File: src/hw/rtl/hsocc_pkg.sv
`timescale 1ns / 1ps
package hsocc_pkg;

  localparam int unsigned VAL_W = 16;
  localparam int unsigned RAW_W = 18;
  localparam int unsigned SUM_W = 19;

  typedef logic [VAL_W-1:0] val_t;

  typedef enum logic [3:0] {
    ST_IDLE = 4'b0001,
    ST_MUL  = 4'b0010,
    ST_SUM  = 4'b0100,
    ST_DIV  = 4'b1000
  } state_e;

endpackage

File: src/hw/rtl/hsocc_ser_mul.sv
`timescale 1ns / 1ps
module hsocc_ser_mul #(
  parameter int unsigned WA = hsocc_pkg::VAL_W,
  parameter int unsigned WB = hsocc_pkg::VAL_W
) (
  input  logic            clk_i,
  input  logic            rst_ni,
  input  logic            start_i,
  input  logic [WA-1:0]   a_i,
  input  logic [WB-1:0]   b_i,
  output logic            done_o,
  output logic [WA+WB-1:0] prod_o
);

  localparam int unsigned CW = $clog2(WB);

  logic [WA-1:0] a_q;
  logic [WA-1:0] hi_q;
  logic [WB-1:0] lo_q;
  logic [CW-1:0] cnt_q;
  logic          run_q;
  logic [WA:0]   step_sum;

  // One multiplier bit per cycle, least significant first.
  assign step_sum = {1'b0, hi_q} + (lo_q[0] ? {1'b0, a_q} : '0);

  always_ff @(posedge clk_i or negedge rst_ni) begin
    if (!rst_ni) begin
      run_q <= 1'b0;
      cnt_q <= '0;
    end else if (start_i) begin
      run_q <= 1'b1;
      cnt_q <= '0;
    end else if (run_q) begin
      cnt_q <= cnt_q + 1'b1;
      if (cnt_q == CW'(WB - 1)) begin
        run_q <= 1'b0;
      end
    end
  end

  always_ff @(posedge clk_i) begin
    if (start_i) begin
      a_q  <= a_i;
      hi_q <= '0;
      lo_q <= b_i;
    end else if (run_q) begin
      hi_q <= step_sum[WA:1];
      lo_q <= {step_sum[0], lo_q[WB-1:1]};
    end
  end

  assign done_o = !run_q;
  assign prod_o = {hi_q, lo_q};

endmodule

File: src/hw/rtl/hsocc_ser_div.sv
`timescale 1ns / 1ps
module hsocc_ser_div #(
  parameter int unsigned DW = hsocc_pkg::SUM_W,
  parameter int unsigned QW = 16
) (
  input  logic          clk_i,
  input  logic          rst_ni,
  input  logic          start_i,
  input  logic [DW-1:0] num_i,
  input  logic [DW-1:0] den_i,
  output logic          done_o,
  output logic [QW-1:0] quot_o
);

  localparam int unsigned CW = $clog2(QW);

  logic [DW:0]   rem_q;
  logic [DW-1:0] den_q;
  logic [QW-1:0] quot_q;
  logic [CW-1:0] cnt_q;
  logic          run_q;
  logic          ge;
  logic [DW:0]   rem_next;

  // Restoring division, one quotient bit per cycle. The numerator never
  // exceeds the divisor, so the partial remainder stays below twice it.
  assign ge       = rem_q >= {1'b0, den_q};
  assign rem_next = ge ? rem_q - {1'b0, den_q} : rem_q;

  always_ff @(posedge clk_i or negedge rst_ni) begin
    if (!rst_ni) begin
      run_q <= 1'b0;
      cnt_q <= '0;
    end else if (start_i) begin
      run_q <= 1'b1;
      cnt_q <= '0;
    end else if (run_q) begin
      cnt_q <= cnt_q + 1'b1;
      if (cnt_q == CW'(QW - 1)) begin
        run_q <= 1'b0;
      end
    end
  end

  always_ff @(posedge clk_i) begin
    if (start_i) begin
      rem_q  <= {1'b0, num_i};
      den_q  <= den_i;
      quot_q <= '0;
    end else if (run_q) begin
      rem_q  <= {rem_next[DW-1:0], 1'b0};
      quot_q <= {quot_q[QW-2:0], ge};
    end
  end

  assign done_o = !run_q;
  assign quot_o = quot_q;

endmodule

File: src/hw/rtl/hmm_state_occupancy_top.sv
`timescale 1ns / 1ps
// A node passes through the states MUL, SUM and DIV; the 16 steps of the bit-serial
// multipliers and the FRAC_BITS + 1 steps of the restoring dividers set its duration.
// A new node is accepted only in IDLE, once the previous result has been written to the
// output register; a stalled output holds the block in DIV.
// Reset clears the stored occupancies and start_delete_prob to zero and empties
// the output register.
module hmm_state_occupancy_top #(
  parameter int unsigned FRAC_BITS = 15
) (
  input  logic        clk_i,
  input  logic        rst_ni,
  input  logic        cfg_we_i,
  input  logic [15:0] cfg_wdata_i,    // start_delete_prob
  input  logic        s_axis_tvalid,
  output logic        s_axis_tready,
  // begin_prob, prev_match_to_match, prev_match_to_delete,
  // prev_delete_to_match, prev_delete_to_delete, match_to_insert
  input  logic [95:0] s_axis_tdata,
  input  logic        s_axis_tuser,   // first_node
  input  logic        s_axis_tlast,   // last_node
  output logic        m_axis_tvalid,
  input  logic        m_axis_tready,
  output logic [47:0] m_axis_tdata    // match_occ, insert_occ, delete_occ
);

  import hsocc_pkg::*;

  localparam int unsigned VB    = (FRAC_BITS > 16) ? FRAC_BITS : 16;
  localparam int unsigned CMP_W = (VB + 1 > RAW_W) ? VB + 1 : RAW_W;
  localparam int unsigned QW    = FRAC_BITS + 1;
  localparam int unsigned PW    = 2 * VAL_W;
  localparam int unsigned IPW   = RAW_W + VAL_W;
  localparam logic [VB:0]  ONE_V  = (VB + 1)'(1) << FRAC_BITS;
  localparam logic [PW:0]  HALF_P = (PW + 1)'(1) << (FRAC_BITS - 1);
  localparam logic [IPW:0] HALF_I = (IPW + 1)'(1) << (FRAC_BITS - 1);

  function automatic val_t clamp16(input val_t v);
    return ({{(VB + 1 - VAL_W){1'b0}}, v} > ONE_V) ? ONE_V[VAL_W-1:0] : v;
  endfunction

  function automatic val_t qround(input logic [PW-1:0] p);
    logic [PW:0] t;
    t = ({1'b0, p} + HALF_P) >> FRAC_BITS;
    return t[VAL_W-1:0];
  endfunction

  state_e state_q;

  logic first_q;
  logic last_q;
  val_t begin_q;
  val_t tmi_q;
  val_t sdp_q;
  val_t pmm_q, pmd_q, pdm_q, pdd_q;
  logic sum_zero_q;
  val_t occ_m_q, occ_i_q, occ_d_q;
  logic out_valid_q;

  logic in_acc;
  logic fin;

  logic [3:0]    mul_done;
  logic [PW-1:0] prod_mm, prod_md, prod_dm, prod_dd;

  logic [RAW_W-1:0] raw_m;
  logic [RAW_W-1:0] raw_d;
  logic [RAW_W-1:0] raw_mc;
  logic [SUM_W-1:0] sum;
  logic             sum_start;

  logic           div_m_done, div_d_done, ins_done;
  logic [QW-1:0]  quot_m, quot_d;
  logic [IPW-1:0] prod_i;
  logic [IPW:0]   ins_round;
  logic [IPW:0]   ins_clamp;
  logic [31:0]    quot_m_x, quot_d_x;
  val_t           m_next, i_next, d_next;

  assign in_acc    = s_axis_tvalid && s_axis_tready;
  assign sum_start = state_q == ST_SUM;
  assign s_axis_tready = state_q == ST_IDLE;

  hsocc_ser_mul #(.WA(VAL_W), .WB(VAL_W)) u_mul_mm (
    .clk_i, .rst_ni, .start_i(in_acc), .a_i(occ_m_q),
    .b_i(clamp16(s_axis_tdata[31:16])), .done_o(mul_done[0]), .prod_o(prod_mm)
  );

  hsocc_ser_mul #(.WA(VAL_W), .WB(VAL_W)) u_mul_md (
    .clk_i, .rst_ni, .start_i(in_acc), .a_i(occ_m_q),
    .b_i(clamp16(s_axis_tdata[47:32])), .done_o(mul_done[1]), .prod_o(prod_md)
  );

  hsocc_ser_mul #(.WA(VAL_W), .WB(VAL_W)) u_mul_dm (
    .clk_i, .rst_ni, .start_i(in_acc), .a_i(occ_d_q),
    .b_i(clamp16(s_axis_tdata[63:48])), .done_o(mul_done[2]), .prod_o(prod_dm)
  );

  hsocc_ser_mul #(.WA(VAL_W), .WB(VAL_W)) u_mul_dd (
    .clk_i, .rst_ni, .start_i(in_acc), .a_i(occ_d_q),
    .b_i(clamp16(s_axis_tdata[79:64])), .done_o(mul_done[3]), .prod_o(prod_dd)
  );

  always_comb begin
    if (first_q) begin
      raw_m = RAW_W'(begin_q);
      raw_d = RAW_W'(clamp16(sdp_q));
    end else begin
      raw_m = RAW_W'(pmm_q) + RAW_W'(occ_i_q) + RAW_W'(pdm_q) + RAW_W'(begin_q);
      raw_d = RAW_W'(pmd_q) + RAW_W'(pdd_q);
    end
    sum    = SUM_W'(raw_m) + SUM_W'(raw_d);
    raw_mc = (CMP_W'(raw_m) > CMP_W'(ONE_V)) ? RAW_W'(ONE_V) : raw_m;
  end

  hsocc_ser_div #(.DW(SUM_W), .QW(QW)) u_div_m (
    .clk_i, .rst_ni, .start_i(sum_start), .num_i(SUM_W'(raw_m)), .den_i(sum),
    .done_o(div_m_done), .quot_o(quot_m)
  );

  hsocc_ser_div #(.DW(SUM_W), .QW(QW)) u_div_d (
    .clk_i, .rst_ni, .start_i(sum_start), .num_i(SUM_W'(raw_d)), .den_i(sum),
    .done_o(div_d_done), .quot_o(quot_d)
  );

  hsocc_ser_mul #(.WA(RAW_W), .WB(VAL_W)) u_mul_ins (
    .clk_i, .rst_ni, .start_i(sum_start), .a_i(raw_mc), .b_i(tmi_q),
    .done_o(ins_done), .prod_o(prod_i)
  );

  always_comb begin
    ins_round = ({1'b0, prod_i} + HALF_I) >> FRAC_BITS;
    ins_clamp = (ins_round > (IPW + 1)'(ONE_V)) ? (IPW + 1)'(ONE_V) : ins_round;
    quot_m_x  = 32'(quot_m);
    quot_d_x  = 32'(quot_d);
    if (first_q) begin
      m_next = begin_q;
      d_next = clamp16(sdp_q);
    end else if (sum_zero_q) begin
      m_next = '0;
      d_next = '0;
    end else begin
      m_next = quot_m_x[VAL_W-1:0];
      d_next = quot_d_x[VAL_W-1:0];
    end
    i_next = last_q ? '0 : ins_clamp[VAL_W-1:0];
  end

  assign fin = (state_q == ST_DIV) && div_m_done && div_d_done && ins_done &&
               (!out_valid_q || m_axis_tready);

  always_ff @(posedge clk_i or negedge rst_ni) begin
    if (!rst_ni) begin
      state_q <= ST_IDLE;
    end else begin
      case (state_q)
        ST_IDLE: begin
          if (in_acc) begin
            state_q <= ST_MUL;
          end
        end
        ST_MUL: begin
          if (&mul_done) begin
            state_q <= ST_SUM;
          end
        end
        ST_SUM: begin
          state_q <= ST_DIV;
        end
        ST_DIV: begin
          if (fin) begin
            state_q <= ST_IDLE;
          end
        end
        default: begin
          state_q <= ST_IDLE;
        end
      endcase
    end
  end

  always_ff @(posedge clk_i or negedge rst_ni) begin
    if (!rst_ni) begin
      sdp_q       <= '0;
      occ_m_q     <= '0;
      occ_i_q     <= '0;
      occ_d_q     <= '0;
      out_valid_q <= 1'b0;
    end else begin
      if (cfg_we_i) begin
        sdp_q <= cfg_wdata_i;
      end
      if (fin) begin
        occ_m_q     <= m_next;
        occ_i_q     <= i_next;
        occ_d_q     <= d_next;
        out_valid_q <= 1'b1;
      end else if (m_axis_tready) begin
        out_valid_q <= 1'b0;
      end
    end
  end

  always_ff @(posedge clk_i) begin
    if (in_acc) begin
      first_q <= s_axis_tuser;
      last_q  <= s_axis_tlast;
      begin_q <= clamp16(s_axis_tdata[15:0]);
      tmi_q   <= clamp16(s_axis_tdata[95:80]);
    end
    if ((state_q == ST_MUL) && (&mul_done)) begin
      pmm_q <= qround(prod_mm);
      pmd_q <= qround(prod_md);
      pdm_q <= qround(prod_dm);
      pdd_q <= qround(prod_dd);
    end
    if (sum_start) begin
      sum_zero_q <= sum == '0;
    end
  end

  assign m_axis_tvalid = out_valid_q;
  assign m_axis_tdata  = {occ_d_q, occ_i_q, occ_m_q};

  a_ready_units_idle: assert property (@(posedge clk_i) disable iff (!rst_ni)
    s_axis_tready |-> (&mul_done) && div_m_done && div_d_done && ins_done)
    else $error("input ready while a serial unit is still running");

  a_accept_starts_mul: assert property (@(posedge clk_i) disable iff (!rst_ni)
    in_acc |=> (state_q == ST_MUL) && !mul_done[0])
    else $error("accepted transaction did not start the multipliers");

  a_last_no_insert: assert property (@(posedge clk_i) disable iff (!rst_ni)
    (fin && last_q) |=> m_axis_tvalid && (m_axis_tdata[31:16] == '0))
    else $error("insert occupancy of the last node is not zero");

endmodule
File: config.mk
export PLATFORM = sky130hd
export DESIGN_NAME = hmm_state_occupancy_top
export DESIGN_NICKNAME = d
export VERILOG_FILES = /design/src/hw/rtl/hsocc_pkg.sv /design/src/hw/rtl/hsocc_ser_mul.sv /design/src/hw/rtl/hsocc_ser_div.sv /design/src/hw/rtl/hmm_state_occupancy_top.sv
export SDC_FILE = /design/constraint.sdc
export NUM_CORES = 1
export LEC_CHECK = 0
export ABC_AREA = 1
export BUFFER_PORTS_ARGS = -buffer_cell sky130_fd_sc_hd__buf_2
export CAP_MARGIN = 0
export CORE_MARGIN = 1
export CORE_UTILIZATION = 45
export DETAILED_ROUTE_END_ITERATION = 12
export HOLD_SLACK_MARGIN = 0.08
export PLACE_DENSITY = 0.68
export SYNTH_ARGS = -nofsm -noshare
export SYNTH_HDL_FRONTEND = slang
export SYNTH_SLANG_ARGS = --single-unit
File: constraint.sdc
create_clock -name clk_i -period 5.15 [get_ports clk_i]
set_clock_uncertainty 0.15 [all_clocks]
set_input_delay 0.515 -clock clk_i [delete_from_list [all_inputs] [get_ports clk_i]]
set_output_delay 0.515 -clock clk_i [all_outputs]
set_load 0.05 [all_outputs]
==> results.toml <==
[critical_path]
worst-setup-path-type = "flop to flop"
cp_slowest_cell = "fa_1"
reg2reg_from = "begin_q[3]"
path_delay_family = "adder cells"
startpoint = "begin_q[3]"
worstPathMaxFanout = 7
rr_endpoint = "sum_zero_q"
max_stage_delay_ps = 540
cp-end-kind = "flop"
critPathLaunchType = "flop"
regToRegSetupSlack_ps = 330
ff2ff_path_depth = 22
crit_path_end = "sum_zero_q"
crit_buf_inv = 3
worstSetupPathDepth = 22
cp_cell_sequence = "inv_1 -> fa_1 -> inv_1 -> fa_1 -> ha_1 -> nand2_1 -> nand3_2 -> xnor2_1 -> o21ai_1 -> ha_1 -> a21oi_1 -> inv_1 -> a31oi_1 -> xor2_1 -> nand3_1 -> nor3_1 -> nand3_1 -> nor2_1 -> nand3_1 -> nor2_1 -> nand2_1 -> nor2_1"
worstPathRequired_ps = 5470
critPathArrivalTime_ps = 5140

[placement]
place.gp.congestion = 0.922
dp.cells = 4566
dp_slack_ps = 250
place.port_buffers = 168
place_area_um2 = 32300
place_hpwl_um = 62100

[detailed_routing]
drt-initial-drc-count = 1833
vias_per_cell = 5.31
postRouteAntennaNets = 0
dr.pass1.iters = 6
routedWlPerCell_um = 17.6
routed_wl_um = 83900
route.detailed.drc = 0
num_vias = 25300

[power_and_ir_drop]
cellPowerDensity_nw_per_um2 = 725
clkPwrFrac_pct = 16.2
combPwrFrac_pct = 53.5
swShare_pct = 46.0
seqPwrFrac_pct = 30.3
p_leak_nw = 16.9
intPower_w = 0.0138
power_switching_w = 0.0117
peakVddDrop_uv = 322

[grt]
grt_pass1_vias = 24200
overflow = 0
track_usage_pct = 24.1
grt_pass1_wl_um = 131000
antenna_found_initial = 1
grt_max_degree = 77

[cells_and_area]
design_area_um2 = 35200
synthToLayoutAreaGrowth_pct = 15.1
layout_common_cells = "789 x nand2_1, 562 x inv_1, 284 x edfxtp_1"
final_common_cell = "nand2_1"
layout-drive-gt1-share_pct = 9.49
antenna_cells = 0
layout.cells.non_filler = 4763
nets = 4185

[clock_network]
cts_root_buffer = "clkbuf_16"
cts_made_buffers = 55
htreeDepth = 2
cts_buffer_depth = 3
clk_latency_ps = 610
clk_pin_slew_ps = 70
cts_tree = "built"
numClockSinks = 506

[yosys]
syn_avg_cell_area_um2 = 8.49
syn_area_um2 = 30500
synth_edf_count = 284
ys_seq_area_share_pct = 44.2
synth_cell_types = 71
ys.warnings.count = 0
synth_flop_cell = "edfxtp_1"
async_flop_share_pct = 20.6
syn-instance-count = 3597
ys_ff_latch = 506

[die]
die_w_um = 263
die_y_um = 263
dieArea_um2 = 68900
io_pins = 169
initial_utilization_pct = 45.5
fp-row-count = 95
core_area_um2 = 67200

[sta]
drv_slew = 0
relSlewSlack_pct = 12.3
worst_pin_slew_ps = 1310
layout_min_cycle_time_ps = 4820
worst_slack_ps = 326
finalHoldViolations = 0
setup-tns-final_ps = 0
min_period_over_period_pct = 93.7
fmax_ghz = 0.207
setup_viol = 0
rsz0062_at_grt = "no"

[status]
status = "finished clean"

[hold_path]
hold_path.class = "primary input to flop"

[run]
drv_cap = 0
==> worst min-delay path: stages <==
cell and delay, ps:
buf_2 90, nand3_1 80, nand2_1 70
==> power by group through the flow <==
stage | clock network (W) | logic, W | registers (W)
6_report | 0.00412 | 0.0137 | 0.00772
5_1_grt | 0.00434 | 0.0154 | 0.00789
4_1_cts | 0.00418 | 0.0134 | 0.00771
3_5_place_dp | 0 | 0.0133 | 0.00777
3_3_place_gp | 0 | 0.0131 | 0.00774
2_1_floorplan | 0 | 0.00996 | 0.00755
==> per-layer routing <==
layer | track usage, % | wire [um] | up-vias
met4 | 8.38 | 2690 | 2
li1 | - | - | 12600
met2 | 39.8 | 39300 | 703
met5 | 0 | 13 | -
met3 | 3.57 | 4890 | 144
met1 | 32.1 | 37000 | 11900
==> worst min-delay path by stage <==
| stage | start | to | slack [ps] | depth (start not counted) |
|---|---|---|---|---|
| final | s_axis_tdata[21] | u_mul_mm.lo_q[5] | 100 | 3 |
| after detailed placement | occ_m_q[14] | u_mul_md.a_q[14] | 310 | 0 |
| after global placement | occ_m_q[7] | u_mul_md.a_q[7] | 310 | 0 |
| after global routing | s_axis_tdata[75] | u_mul_dd.lo_q[11] | 100 | 3 |
| after CTS | s_axis_tdata[75] | u_mul_dd.lo_q[11] | 80 | 3 |
| after floorplan | rst_ni | m_axis_tvalid | 70 | 0 |
==> timing repair <==
action                     in CTS  in global routing
setup buffers                   0                  2
hold buffers                   92                  0
setup endpoints to repair       0                  3
hold endpoints to repair      115                  0
gates resized for setup         0                 10
==> cells by family after synthesis <==
group | Yosys count | share of synthesized area (%)
mux | 1 | 0.0369
simple gates | 1378 | 19.5
other cells | 1 | 0.0123
fa+ha+maj | 222 | 10.1
buf+inv | 674 | 8.38
flops | 506 | 44.2
compound gates | 638 | 12.7
xor+xnor | 177 | 5.08
==> layout make-up <==
type	count	area [um2]
tap	873	1090
fill	6161	32000
sequential	506	13500
timing repair buffer	291	2010
clock buffer	61	1460
inverter	572	2150
clock inverter	42	404
multi-input combinational	2418	14500
==> Yosys cell counts (all sizes together) (5+ instances only) <==
cell	number	area, um2
edfxtp	284	8530
o22ai	29	244
o31ai	8	60.1
a31oi	33	206
nand3	231	1180
o211ai	30	225
ha	181	2260
nand4	48	307
clkbuf	85	320
a21oi	209	1050
o21ai	184	925
a2bb2oi	13	114
or2	20	125
dfrtp	103	2580
a41oi	7	61.3
inv	570	2140
a211oi	5	37.5
a21boi	12	93.8
a22o	8	70.1
o21bai	13	97.6
xnor2	52	455
nor3	55	313
buf	17	91.3
nand2	799	3020
nor2	175	679
xor2	125	1090
fa	41	821
o21a	22	165
a22oi	45	338
nand3b	12	90.1
dfxtp	118	2360
nor4	33	206
==> stage by stage <==
step / hold slack [ps] / utilization (%) / power, W
6_report: 103 / 52.4 / 0.0255
5_1_grt: 97.1 / 52.4 / 0.0276
4_1_cts: 80.6 / 52.3 / 0.0253
3_5_place_dp: 308 / 48.1 / 0.0211
3_3_place_gp: 306 / 48.1 / 0.0209
2_1_floorplan: 69.4 / - / 0.0175
==> sequential cells by signal (all words and copies together), names as in the netlist, 18 cells and up <==
| name | count |
|---|---|
| u_mul_ins.a_q | 18 |
| u_div_m.rem_q | 20 |
| u_div_d.rem_q | 20 |
| u_div_m.den_q | 19 |
| u_mul_ins.hi_q | 18 |
No activity file was read; power rests on OpenSTA's default activity.
